<file path="config.mk">
export PLATFORM = sky130hd
export DESIGN_NAME = pia_cordic_cell
export DESIGN_NICKNAME = d
export VERILOG_FILES = /design/src/pia_pkg.sv /design/src/pia_cordic_cell.sv
export SDC_FILE = /design/constraint.sdc
export NUM_CORES = 1
export LEC_CHECK = 0
export BUFFER_PORTS_ARGS = -buffer_cell sky130_fd_sc_hd__buf_2
export CORE_UTILIZATION = 36
export CTS_CLUSTER_DIAMETER = 80
export CTS_CLUSTER_SIZE = 20
export DETAILED_ROUTE_END_ITERATION = 8
export RECOVER_POWER = 100
export REMOVE_ABC_BUFFERS = 1
export SETUP_SLACK_MARGIN = 0.15
export SYNTH_ARGS = -nofsm -noshare
export SYNTH_HDL_FRONTEND = slang
export SYNTH_SLANG_ARGS = --single-unit
</file>
<file path="constraint.sdc">
create_clock -name clk -period 11.4 [get_ports clk]
set_input_delay 2.28 -clock clk [delete_from_list [all_inputs] [get_ports clk]]
set_output_delay 2.28 -clock clk [all_outputs]
set_load 0.01 [all_outputs]
</file>
<file path="src/pia_pkg.sv">
// Package: sizes, item type, arctangent table and angle wrap for the winding-angle test.
package pia_pkg;

  localparam int COORD_BITS   = 32;
  localparam int ANGLE_BITS   = 16;
  localparam int CORDIC_STEPS = 16;
  localparam int SUM_BITS     = ANGLE_BITS + 8;
  localparam int CW           = COORD_BITS + 4;
  localparam int TOL_BITS     = 15;
  localparam int ATAN_DEPTH   = 24;
  localparam int STEP_BITS    = $clog2(ATAN_DEPTH);

  localparam logic [TOL_BITS-1:0] TOL_RESET = TOL_BITS'(10);
  localparam logic [31:0]         HALF_TURN32 = 32'h8000_0000;
  localparam logic [31:0]         BEARING_ROUND = 32'd1 << (31 - ANGLE_BITS);

  typedef struct packed {
    logic                 valid;
    logic                 last;
    logic                 same;
    logic signed [CW-1:0] x;
    logic signed [CW-1:0] y;
    logic [31:0]          z;
  } pia_item_t;

  typedef struct packed {
    logic pend_valid;
    logic retire;
  } pia_acc_status_t;

  // atan(2^-i), full turn = 2^32
  localparam logic [31:0] ATAN_TURN32 [ATAN_DEPTH] = '{
    32'd536870912, 32'd316933406, 32'd167458907, 32'd85004756, 32'd42667331,
    32'd21354465, 32'd10679838, 32'd5340245, 32'd2670163, 32'd1335087,
    32'd667544, 32'd333772, 32'd166886, 32'd83443, 32'd41722, 32'd20861,
    32'd10430, 32'd5215, 32'd2608, 32'd1304, 32'd652, 32'd326, 32'd163, 32'd81
  };

  // a - b wrapped to (-half, +half], sign-extended to the sum width
  function automatic logic [SUM_BITS-1:0] wrap_diff(input logic [ANGLE_BITS-1:0] a,
                                                    input logic [ANGLE_BITS-1:0] b);
    logic [ANGLE_BITS-1:0] d;
    d = a - b;
    if (d == {1'b1, {(ANGLE_BITS-1){1'b0}}}) begin
      return {{(SUM_BITS-ANGLE_BITS){1'b0}}, d};
    end
    return {{(SUM_BITS-ANGLE_BITS){d[ANGLE_BITS-1]}}, d};
  endfunction

endpackage

</file>
<file path="src/pia_cordic_cell.sv">
// One CORDIC vectoring iteration cell, registered, passing its item to the next cell.
module pia_cordic_cell (
  input  logic                          clk,
  input  logic                          rst,
  input  logic [pia_pkg::STEP_BITS-1:0] step,
  input  pia_pkg::pia_item_t            in_item,
  output pia_pkg::pia_item_t            out_item
);

  logic signed [pia_pkg::CW-1:0] xs;
  logic signed [pia_pkg::CW-1:0] ys;
  logic [31:0]                   ang;

  always_comb begin
    xs  = in_item.x >>> step;
    ys  = in_item.y >>> step;
    ang = pia_pkg::ATAN_TURN32[step];
  end

  always_ff @(posedge clk) begin
    if (rst) begin
      out_item.valid <= 1'b0;
    end else begin
      out_item.valid <= in_item.valid;
    end
    out_item.last <= in_item.last;
    out_item.same <= in_item.same;
    if (in_item.y < 0) begin
      out_item.x <= in_item.x - ys;
      out_item.y <= in_item.y + xs;
      out_item.z <= in_item.z - ang;
    end else begin
      out_item.x <= in_item.x + ys;
      out_item.y <= in_item.y - xs;
      out_item.z <= in_item.z + ang;
    end
  end

endmodule

</file>
==> reports/qor.yml <==
timing:
  max_slew.worst_pin.slew_ps: 1300
  grt_setup_unrepaired: "no"
  relSlewSlack_pct: 13.3
  layout_setup_ws_ps: 1500
  final_hold_viol_count: 0
  setup_viol: 0
  layout_min_cycle_time_ps: 9900
  finalSetupTns_ps: 0
  period_share_pct: 86.8
  drv_slew: 0
  fmaxAchievable_mhz: 101
clock_network:
  post_cts_resized: 0
  cts_buffers: 9
  ctsHoldBuffers: 0
  cts-root-buf: "clkbuf_16"
  clock-sinks: 107
  htree_levels: 3
  clock_path_buffers: 2
  cts_tree: "done"
  postCtsSetupBuffers: 0
  clk_pin_slew_worst_paths_ps: 70
power:
  p_comb_share_pct: 59.0
  internal_power_mw: 1.20
  pwr-share-clk_pct: 14.8
  p_sw_mw: 0.967
  peakVddDrop_mv: 0.0652
  pwr-share-seq_pct: 26.2
  switching_share_pct: 44.5
  p_per_area_nw_per_um2: 130
  power_leakage_nw: 6.82
place:
  port_buffers: 220
  dp_worst_setup_slack_ps: 1920
  gp_congestion: 1.03
  hpwl_mm: 45.1
floorplan:
  die_area_um2: 43100
  die_w_um: 207
  initial_core_util_pct: 36.9
  row_count: 74
  io_pins: 221
  die_h_um: 207
  core_um2: 41200
global_route:
  antenna_found_initial: 0
  grtUsageTotal_pct: 26.4
  grt_first_pass_wirelength_mm: 88.6
  grt_pass1_vias: 14688
  grt_max_degree: 82
  overflow: 0
synthesis:
  ys_warn_count: 0
  ys_ff_latch: 107
  synth_edf_count: 0
  ys_types: 90
  synth_top_area_cell: "mux4_2"
  avgSynthCellArea_um2: 8.31
  synthTopCellsByCount: "nand2_1, nor2_1, a21oi_1, ha_1, xnor2_1"
  synthTopCellsByArea: "mux4_2, dfxtp_1, ha_1"
  synth_top_flop_cell: "dfxtp_1"
  yosysMostFrequentCell: "nand2_1"
  synth_cells: 1829
  synth-seq-area-share_pct: 14.1
  netlist_area_um2: 15200
  synth_top_area_share_pct: 14.2
  synthArstFlopShare_pct: 0
route:
  drt-total-wl_mm: 57.9
  first_pass_iters: 5
  drc: 0
  via_per_inst: 6.18
  vias: 15460
  drt_iter0_markers: 1536
  drt.antenna.violating_nets: 0
  routedWlPerCell_um: 23.1
setup_path:
  cp.required_ps: 11670
  crit_chain: "clkbuf_1 > clkinv_1 > nand2_1 > o22ai_1 > a311oi_1 > nand4_1 > nor3_1 > and4_1 > a21oi_1 > xnor2_1 > ha_1 > nand3_1 > nor3_1 > or4b_2 > a31oi_1 > a31oi_1 > a2111oi_0 > o21a_1 > o21a_1 > o41ai_1 > xnor2_1"
  cp_max_fo: 27
  arrival_ps: 10170
  path_delay_family: "simple AND/OR/NAND/NOR gates"
  cpMaxStageDelayCell: "clkinv_1"
  crit_type: "input pin to flop"
  endpoint_kind: "flop"
  cp-start-kind: "input pin"
  slowest_delay_ps: 980
  path_buf_inv: 2
final_layout:
  diodes: 0
  fin_nets: 2193
  largest_register_ffs: 107
  area_delta_synth_final_pct: 10.1
  reg.largest.list: "out_item (107)"
  fillerInstances: 4283
  final_util_pct: 40.6
  drive_above_1_share_pct: 14.7
  regMostFlops: "out_item"
job:
  maxCapViolCount: 0
status:
  outcome: "completed"
worst_hold_path:
  holdPathEnd: "out_item[104]$_DFF_P_"
  hold_start: "in_item[104]"
  hp-class: "input pin to flop"
  whs_path_depth: 1
cell type report:
class / instances / area [um^2] / share of cell area, %
clock buffers: 13 / 280 / 1.67
multi-input cells: 1559 / 12300 / 73.6
clock inverters: 3 / 20.0 / 0.120
flip-flops and latches: 107 / 2140 / 12.8
repair buffers: 238 / 1130 / 6.73
inverters: 51 / 191 / 1.14
well taps: 532 / 666 / 3.98
per-layer routing:
layer | up-vias | global-route usage (%) | routed length (um)
met4 | 0 | 7.85 | 1510
met2 | 782 | 41.0 | 25600
met3 | 92 | 4.93 | 4860
met5 | - | 0 | 0
met1 | 7396 | 37.0 | 26000
li1 | 7190 | - | -
stage by stage:
step | cell area [um^2] | total power, mW | instances | hold slack, ps
2_1_floorplan | 14600 | 1.41 | 1717 | 2310
3_3_place_gp | 16600 | 1.87 | 2487 | 2380
3_5_place_dp | 16600 | 1.88 | 2487 | 2380
4_1_cts | 16900 | 2.21 | 2503 | 1960
5_1_grt | 16700 | 2.33 | 2503 | 1970
6_report | 16700 | 2.17 | 2503 | 1980
cells in the final DEF (no fill, tap or decap), types with 48 or more instances in the layout:
master	count
nand2_1	159
nor2_1	155
a21oi_1	135
ha_1	110
xnor2_1	109
buf_2	108
clkbuf_1	108
dfxtp_1	107
mux4_2	96
o21ai_0	86
xor2_1	64
mux2i_1	61
inv_1	48
worst max-delay path by stage:
stage | start | endpoint | slack [ps] | cells after the start
after floorplan | step[4] | out_item[66]$_DFF_P_ | 3270 | 21
after global placement | step[0] | out_item[66]$_DFF_P_ | 2080 | 22
after detailed placement | step[0] | out_item[66]$_DFF_P_ | 1920 | 22
after CTS | step[0] | out_item[66]$_DFF_P_ | 2340 | 22
after global routing | step[4] | out_item[66]$_DFF_P_ | 870 | 22
final | step[4] | out_item[66]$_DFF_P_ | 1500 | 21
power by group through the flow:
| stage | clock network [mW] | registers [mW] | logic [mW] |
|---|---|---|---|
| finish | 0.321 | 0.569 | 1.28 |
| global route | 0.349 | 0.586 | 1.39 |
| CTS | 0.336 | 0.566 | 1.31 |
| detailed placement | 0 | 0.572 | 1.30 |
| global placement | 0 | 0.571 | 1.30 |
| floorplan | 0 | 0.660 | 0.751 |
kinds of logic after synthesis:
kind of cell | Yosys count | share of synthesized area [%]
adders and majority gates | 113 | 9.45
muxes | 185 | 20.8
buffers and inverters | 163 | 4.90
DFF | 107 | 14.1
AOI/OAI and AO/OA | 535 | 23.3
and+or+nand+nor | 553 | 17.5
xor gates and xnor gates | 173 | 9.97
(Power assumes the default switching activity.)
