$ cat config.mk
export PLATFORM = sky130hd
export DESIGN_NAME = pia_accum
export DESIGN_NICKNAME = d
export VERILOG_FILES = /design/src/pia_pkg.sv /design/src/pia_accum.sv
export SDC_FILE = /design/constraint.sdc
export NUM_CORES = 1
export LEC_CHECK = 0
export BUFFER_PORTS_ARGS = -buffer_cell sky130_fd_sc_hd__buf_4
export CORE_UTILIZATION = 35
export CTS_CLUSTER_DIAMETER = 40
export DETAILED_ROUTE_END_ITERATION = 7
export GPL_ROUTABILITY_DRIVEN = 0
export GPL_TIMING_DRIVEN = 0
export SLEW_MARGIN = 20
export SYNTH_ARGS = -nofsm -noshare
export SYNTH_HDL_FRONTEND = slang
export SYNTH_SLANG_ARGS = --single-unit
$ cat constraint.sdc
create_clock -name clk -period 9.3 [get_ports clk]
set_input_delay 2.79 -clock clk [delete_from_list [all_inputs] [get_ports clk]]
set_output_delay 2.79 -clock clk [all_outputs]
set_load 0.02 [all_outputs]
$ cat src/pia_pkg.sv
// Package: sizes, item type, arctangent table and angle wrap for the winding-angle test.
package pia_pkg;

  localparam int COORD_BITS   = 32;
  localparam int ANGLE_BITS   = 16;
  localparam int CORDIC_STEPS = 16;
  localparam int SUM_BITS     = ANGLE_BITS + 8;
  localparam int CW           = COORD_BITS + 4;
  localparam int TOL_BITS     = 15;
  localparam int ATAN_DEPTH   = 24;
  localparam int STEP_BITS    = $clog2(ATAN_DEPTH);

  localparam logic [TOL_BITS-1:0] TOL_RESET = TOL_BITS'(10);
  localparam logic [31:0]         HALF_TURN32 = 32'h8000_0000;
  localparam logic [31:0]         BEARING_ROUND = 32'd1 << (31 - ANGLE_BITS);

  typedef struct packed {
    logic                 valid;
    logic                 last;
    logic                 same;
    logic signed [CW-1:0] x;
    logic signed [CW-1:0] y;
    logic [31:0]          z;
  } pia_item_t;

  typedef struct packed {
    logic pend_valid;
    logic retire;
  } pia_acc_status_t;

  // atan(2^-i), full turn = 2^32
  localparam logic [31:0] ATAN_TURN32 [ATAN_DEPTH] = '{
    32'd536870912, 32'd316933406, 32'd167458907, 32'd85004756, 32'd42667331,
    32'd21354465, 32'd10679838, 32'd5340245, 32'd2670163, 32'd1335087,
    32'd667544, 32'd333772, 32'd166886, 32'd83443, 32'd41722, 32'd20861,
    32'd10430, 32'd5215, 32'd2608, 32'd1304, 32'd652, 32'd326, 32'd163, 32'd81
  };

  // a - b wrapped to (-half, +half], sign-extended to the sum width
  function automatic logic [SUM_BITS-1:0] wrap_diff(input logic [ANGLE_BITS-1:0] a,
                                                    input logic [ANGLE_BITS-1:0] b);
    logic [ANGLE_BITS-1:0] d;
    d = a - b;
    if (d == {1'b1, {(ANGLE_BITS-1){1'b0}}}) begin
      return {{(SUM_BITS-ANGLE_BITS){1'b0}}, d};
    end
    return {{(SUM_BITS-ANGLE_BITS){d[ANGLE_BITS-1]}}, d};
  endfunction

endpackage

$ cat src/pia_accum.sv
// Bearing rounding, angle-sum accumulation, polygon close and result register.
module pia_accum (
  input  logic                         clk,
  input  logic                         rst,
  input  pia_pkg::pia_item_t           tail,
  input  logic [pia_pkg::TOL_BITS-1:0] tol,
  input  logic                         out_stall,
  output pia_pkg::pia_acc_status_t     status,
  output logic                         out_valid,
  output logic                         inside_res,
  output logic                         on_vertex
);

  logic                            pend_valid;
  logic                            pend_last;
  logic                            pend_same;
  logic [pia_pkg::ANGLE_BITS-1:0]  pend_b;

  logic [pia_pkg::ANGLE_BITS-1:0]  first_bearing;
  logic [pia_pkg::ANGLE_BITS-1:0]  previous_bearing;
  logic [pia_pkg::SUM_BITS-1:0]    bearing_sum;
  logic                            hit_vertex;
  logic                            mid_polygon;

  logic [31:0]                     z_round;
  logic                            retire;
  logic [pia_pkg::ANGLE_BITS-1:0]  first_next;
  logic [pia_pkg::SUM_BITS-1:0]    sum_next;
  logic [pia_pkg::SUM_BITS-1:0]    sum_close;
  logic [pia_pkg::SUM_BITS-1:0]    mag;
  logic                            hit_next;
  logic                            inside_next;

  always_comb begin
    z_round = tail.z + pia_pkg::BEARING_ROUND;
    retire  = pend_valid && (!pend_last || !out_valid || !out_stall);
    if (mid_polygon) begin
      first_next = first_bearing;
      sum_next   = bearing_sum + pia_pkg::wrap_diff(previous_bearing, pend_b);
      hit_next   = hit_vertex | pend_same;
    end else begin
      first_next = pend_b;
      sum_next   = '0;
      hit_next   = pend_same;
    end
    sum_close   = sum_next + pia_pkg::wrap_diff(pend_b, first_next);
    mag         = sum_close[pia_pkg::SUM_BITS-1] ? (-sum_close) : sum_close;
    inside_next = mag >= pia_pkg::SUM_BITS'(tol);
    status.pend_valid = pend_valid;
    status.retire     = retire;
  end

  always_ff @(posedge clk) begin
    if (rst) begin
      pend_valid <= 1'b0;
    end else if (tail.valid) begin
      pend_valid <= 1'b1;
    end else if (retire) begin
      pend_valid <= 1'b0;
    end
    if (tail.valid) begin
      pend_last <= tail.last;
      pend_same <= tail.same;
      pend_b    <= z_round[31 -: pia_pkg::ANGLE_BITS];
    end
  end

  always_ff @(posedge clk) begin
    if (rst) begin
      first_bearing    <= '0;
      previous_bearing <= '0;
      bearing_sum      <= '0;
      hit_vertex       <= 1'b0;
      mid_polygon      <= 1'b0;
    end else if (retire) begin
      first_bearing    <= first_next;
      previous_bearing <= pend_b;
      bearing_sum      <= pend_last ? sum_close : sum_next;
      hit_vertex       <= hit_next;
      mid_polygon      <= !pend_last;
    end
  end

  always_ff @(posedge clk) begin
    if (rst) begin
      out_valid <= 1'b0;
    end else if (retire && pend_last) begin
      out_valid <= 1'b1;
    end else if (!out_stall) begin
      out_valid <= 1'b0;
    end
    if (retire && pend_last) begin
      inside_res <= !hit_next && inside_next;
      on_vertex  <= hit_next;
    end
  end

endmodule

==> metrics.md <==
| Metric | Value |
|---|---|
| Run status | `finished clean` |
| Highest metal layer with signal wires | `met4` |
| Yosys top cell by area | `sky130_fd_sc_hd__dfxtp_1` |
| Fin. max-slew vios | `0` |
| Fin worst setup slack | `421.9 ps` |
| Final-layout setup total negative slack | `0 ps` |
| Final antenna diode count | `0` |
| Core Util, Final | `40.78%` |
| CTS H-Tree Depth | `3` |
| Share of cells above drive strength 1 | `just under 10%` |
| Commonest non-fill, non-tap cells in the layout | `sky130_fd_sc_hd__nor2_1 (112), sky130_fd_sc_hd__ha_1 (89), sky130_fd_sc_hd__nand2_1 (88), sky130_fd_sc_hd__a21oi_1 (82), sky130_fd_sc_hd__inv_1 (64)` |
| Areal power density over the cells | `about 200 mW/mm2` |
| Skew-Pair Late Insertion Delay | `350 ps` |
| Most frequent cell on the critical path | `sky130_fd_sc_hd__a21o_1` |
| Number of clock sinks | `80` |
| Mean number of vias per cell | `approximately 5.4` |
| Area taken by multi-input logic gates | `around 0.0063 mm2` |
| 1st-pass router iterations | `5` |
| Average cell area after synthesis | `7.814 um2` |
| Footprint of the flip-flops and latches | `0.001802 mm2` |
| Top area cells in the synthesized netlist | `sky130_fd_sc_hd__dfxtp_1 (14%), sky130_fd_sc_hd__ha_1 (14%), sky130_fd_sc_hd__edfxtp_1 (7.2%)` |
| Final hold viol count | `0` |
| Design Area, Final | `0.009543 mm2` |
| Cell count of the worst reg-to-reg path | `39` |
| Vertical die dimension | `156.1 um` |
| Number of input and output port buffers inserted | `41` |
| Syn Inst Count | `~1,100` |
| Starting Density | `35.50%` |
| Non-filler cells, final | `1,449` |
| Net count after synthesis | `1,286` |
| Achievable Freq | `between 100 and 150 MHz` |
| Routed length on met3 | `825 um` |
| Critical Path Fanout Max | `7` |
| Fill cell instance count of the final layout | `2,469` |
| Cell with the biggest individual delay on the critical path | `sky130_fd_sc_hd__edfxtp_1` |
| Final routed wire length divided by cell count | `15.83 um` |
| Endpoint arrival time on the critical path | `around 9000 ps` |
| Final period util | `95.46%` |
| Skew final | `12.17 ps` |
| Total routed wirelength | `22.93 mm` |
| Worst slack on hold paths | `459.6 ps` |
| Mapped Area | `0.008307 mm2` |
| HPWL reported at the end of detailed placement | `18.36 mm` |
| VDD IR-drop max | `0.08756 mV` |
| Gr usage total | `19.00%` |
| Total grt overflow | `0` |
| Total power draw | `1.950 mW` |
| X dimension of the die | `around 160 um` |
| Post-synthesis sequential area ratio | `21.69%` |
| Launching instance or port of the critical path | `pend_b[1]` |
| Static Leak | `a little over 4 nW` |
| Maximum buffer depth of the clock tree | `2` |
| Number of max-cap violations | `0` |
| Least-Margin Pin Slew | `727.5 ps` |
| Worst setup EP type | `register` |
| Number of global-route vias before repair | `7,129` |
| Warnings, synthesis | `0` |
| Cell depth of the worst min-delay path | `2` |
| Commonest non-fill, non-tap cell in the layout | `sky130_fd_sc_hd__nor2_1` |
| Type of the most critical hold path | `register to register` |
| Longest individual stage delay on the worst path | `around 500 ps` |
| Top-Level Pins | `130` |
| Clock transition at path regs | `70 ps` |
| Pin count of the biggest net entering global routing | `20` |
| Setup crit start kind | `register` |
| DR iter-0 viols | `421` |
| # nets final | `1,348` |
| DP Area | `0.009014 mm2` |
| Yosys top cell area share | `14.46%` |
| Hold path start | `previous_bearing[5]` |
| Cts bufs inserted | `9` |
| Wire length on met1 | `roughly 11 mm` |
| Global-route wire length before repair | `36.15 mm` |
| Met2 wire len | `between 10 and 15 mm` |
| Flops & latches, synth | `80` |
| Asr flop ratio synth | `0%` |
| Overall via count from detail_route | `just under 8,000` |
| Clock tree from TritonCTS | `done` |
| Critical register-to-register path startpoint | `pend_b[1]` |
| ANT nets after route | `0` |
| Number of design rule violations left after detail routing | `0` |
| End of the worst hold path | `previous_bearing[5]` |
| Reg2Reg Capture Point | `inside_res` |
| Number of rows created at floorplan | `56` |
| Setup-failing EPs final | `0` |
| CTS root buf | `sky130_fd_sc_hd__clkbuf_16` |
| Number of antenna violations at the first check in global routing | `0` |
| Setup WS pre-CTS | `-395.3 ps` |
| Min Clock Period, post-route | `~8900 ps` |
| Dominant register cell in the synthesized netlist | `sky130_fd_sc_hd__dfxtp_1` |
| Number of enable flip-flop cells after synthesis | `20` |
| Library cells used by synthesis | `74` |
| Kind of critical path | `register to register` |
| WP data required | `9400 ps` |
| # placed instances | `1,423` |
| Floorplan core area | `between 0.02 and 0.025 mm2` |
| Growth of design area from synthesis to finish | `14.88%` |
| Die ar. | `0.02435 mm2` |
| Reg-to-reg slack, setup | `~420 ps` |
| Headroom to the max-slew limit | `51.50%` |
worst max path at each step:
stage / slack (ps) / cells past startpoint / end
after floorplan: 970 / 37 / inside_res
after detailed placement: -400 / 38 / inside_res
final: 420 / 39 / inside_res
after CTS: 40 / 38 / inside_res
after global placement: -400 / 38 / inside_res
after global routing: -60 / 39 / inside_res
area by class of cell:
| type | instances | share of cell area (%) |
|---|---|---|
| flip-flops and latches | 80 | 18.88 |
| multi-input cells | 877 | 65.60 |
| plain buffers | 40 | 1.783 |
| clock inverters | 6 | 0.5507 |
| repair buffers | 51 | 4.012 |
| inverters | 66 | 2.596 |
| well taps | 319 | 4.183 |
| clock buffers | 10 | 2.399 |
report_power, final:
group | switching [mW] | leakage, nW | total (mW) | internal [mW]
sequential | 0.0235 | 0.688 | 0.408 | 0.385
combinational | 0.692 | 3.23 | 1.20 | 0.506
clock | 0.159 | 0.131 | 0.343 | 0.185
total | 0.874 | 4.05 | 1.95 | 1.08
worst max-delay path: cells and delay by family, from the launching register on:
kind | cells | cell delay, ps
muxes | 2 | 460
DFF | 1 | 490
AOI/OAI and AO/OA | 20 | 3480
adders and majority gates | 4 | 1140
buffers and inverters | 2 | 340
and+or+nand+nor | 8 | 2000
xor gates and xnor gates | 3 | 710
state kept, by name (all words and copies together) (netlist names):
register	count
pend_same	1
out_valid	1
mid_polygon	1
pend_last	1
hit_vertex	1
on_vertex	1
pend_b	16
bearing_sum	24
previous_bearing	16
pend_valid	1
inside_res	1
first_bearing	16
cell usage after synthesis (20+ instances only):
cell / n
sky130_fd_sc_hd__nand3_1: 29
sky130_fd_sc_hd__xor2_1: 36
sky130_fd_sc_hd__inv_1: 65
sky130_fd_sc_hd__a21oi_1: 83
sky130_fd_sc_hd__ha_1: 94
sky130_fd_sc_hd__a211oi_1: 39
sky130_fd_sc_hd__mux2i_1: 24
sky130_fd_sc_hd__nor2_1: 113
sky130_fd_sc_hd__o21a_1: 25
sky130_fd_sc_hd__clkbuf_1: 31
sky130_fd_sc_hd__nor3_1: 25
sky130_fd_sc_hd__edfxtp_1: 20
sky130_fd_sc_hd__a21o_1: 28
sky130_fd_sc_hd__o21ai_0: 44
sky130_fd_sc_hd__xnor2_1: 50
sky130_fd_sc_hd__dfxtp_1: 60
sky130_fd_sc_hd__nand2_1: 88
layer usage:
layer / global-route usage (%) / up-vias
met5: 0 / -
met1: 24.92 / 3622
met4: 5.322 / 0
met3: 2.722 / 29
li1: - / 3971
met2: 32.23 / 155
kinds of logic after synthesis:
| group | count (synthesis) | synth area share, % |
|---|---|---|
| buffers and inverters | 106 | 4.985 |
| AND/OR/NAND/NOR | 364 | 21.52 |
| multiplexers | 25 | 3.028 |
| AO/OA/AOI/OAI | 303 | 24.25 |
| flip-flops | 80 | 21.69 |
| adder cells (fa/ha/maj) | 98 | 15.12 |
| XOR/XNOR | 87 | 9.399 |
timing repair:
item	in CTS	in global routing
setup buffers	0	10
pin swaps	0	11
endpoints found under the hold margin	0	0
hold buffers	0	0
gates resized for setup	6	31
setup endpoints to repair	1	1
(Power assumes the default switching activity.)
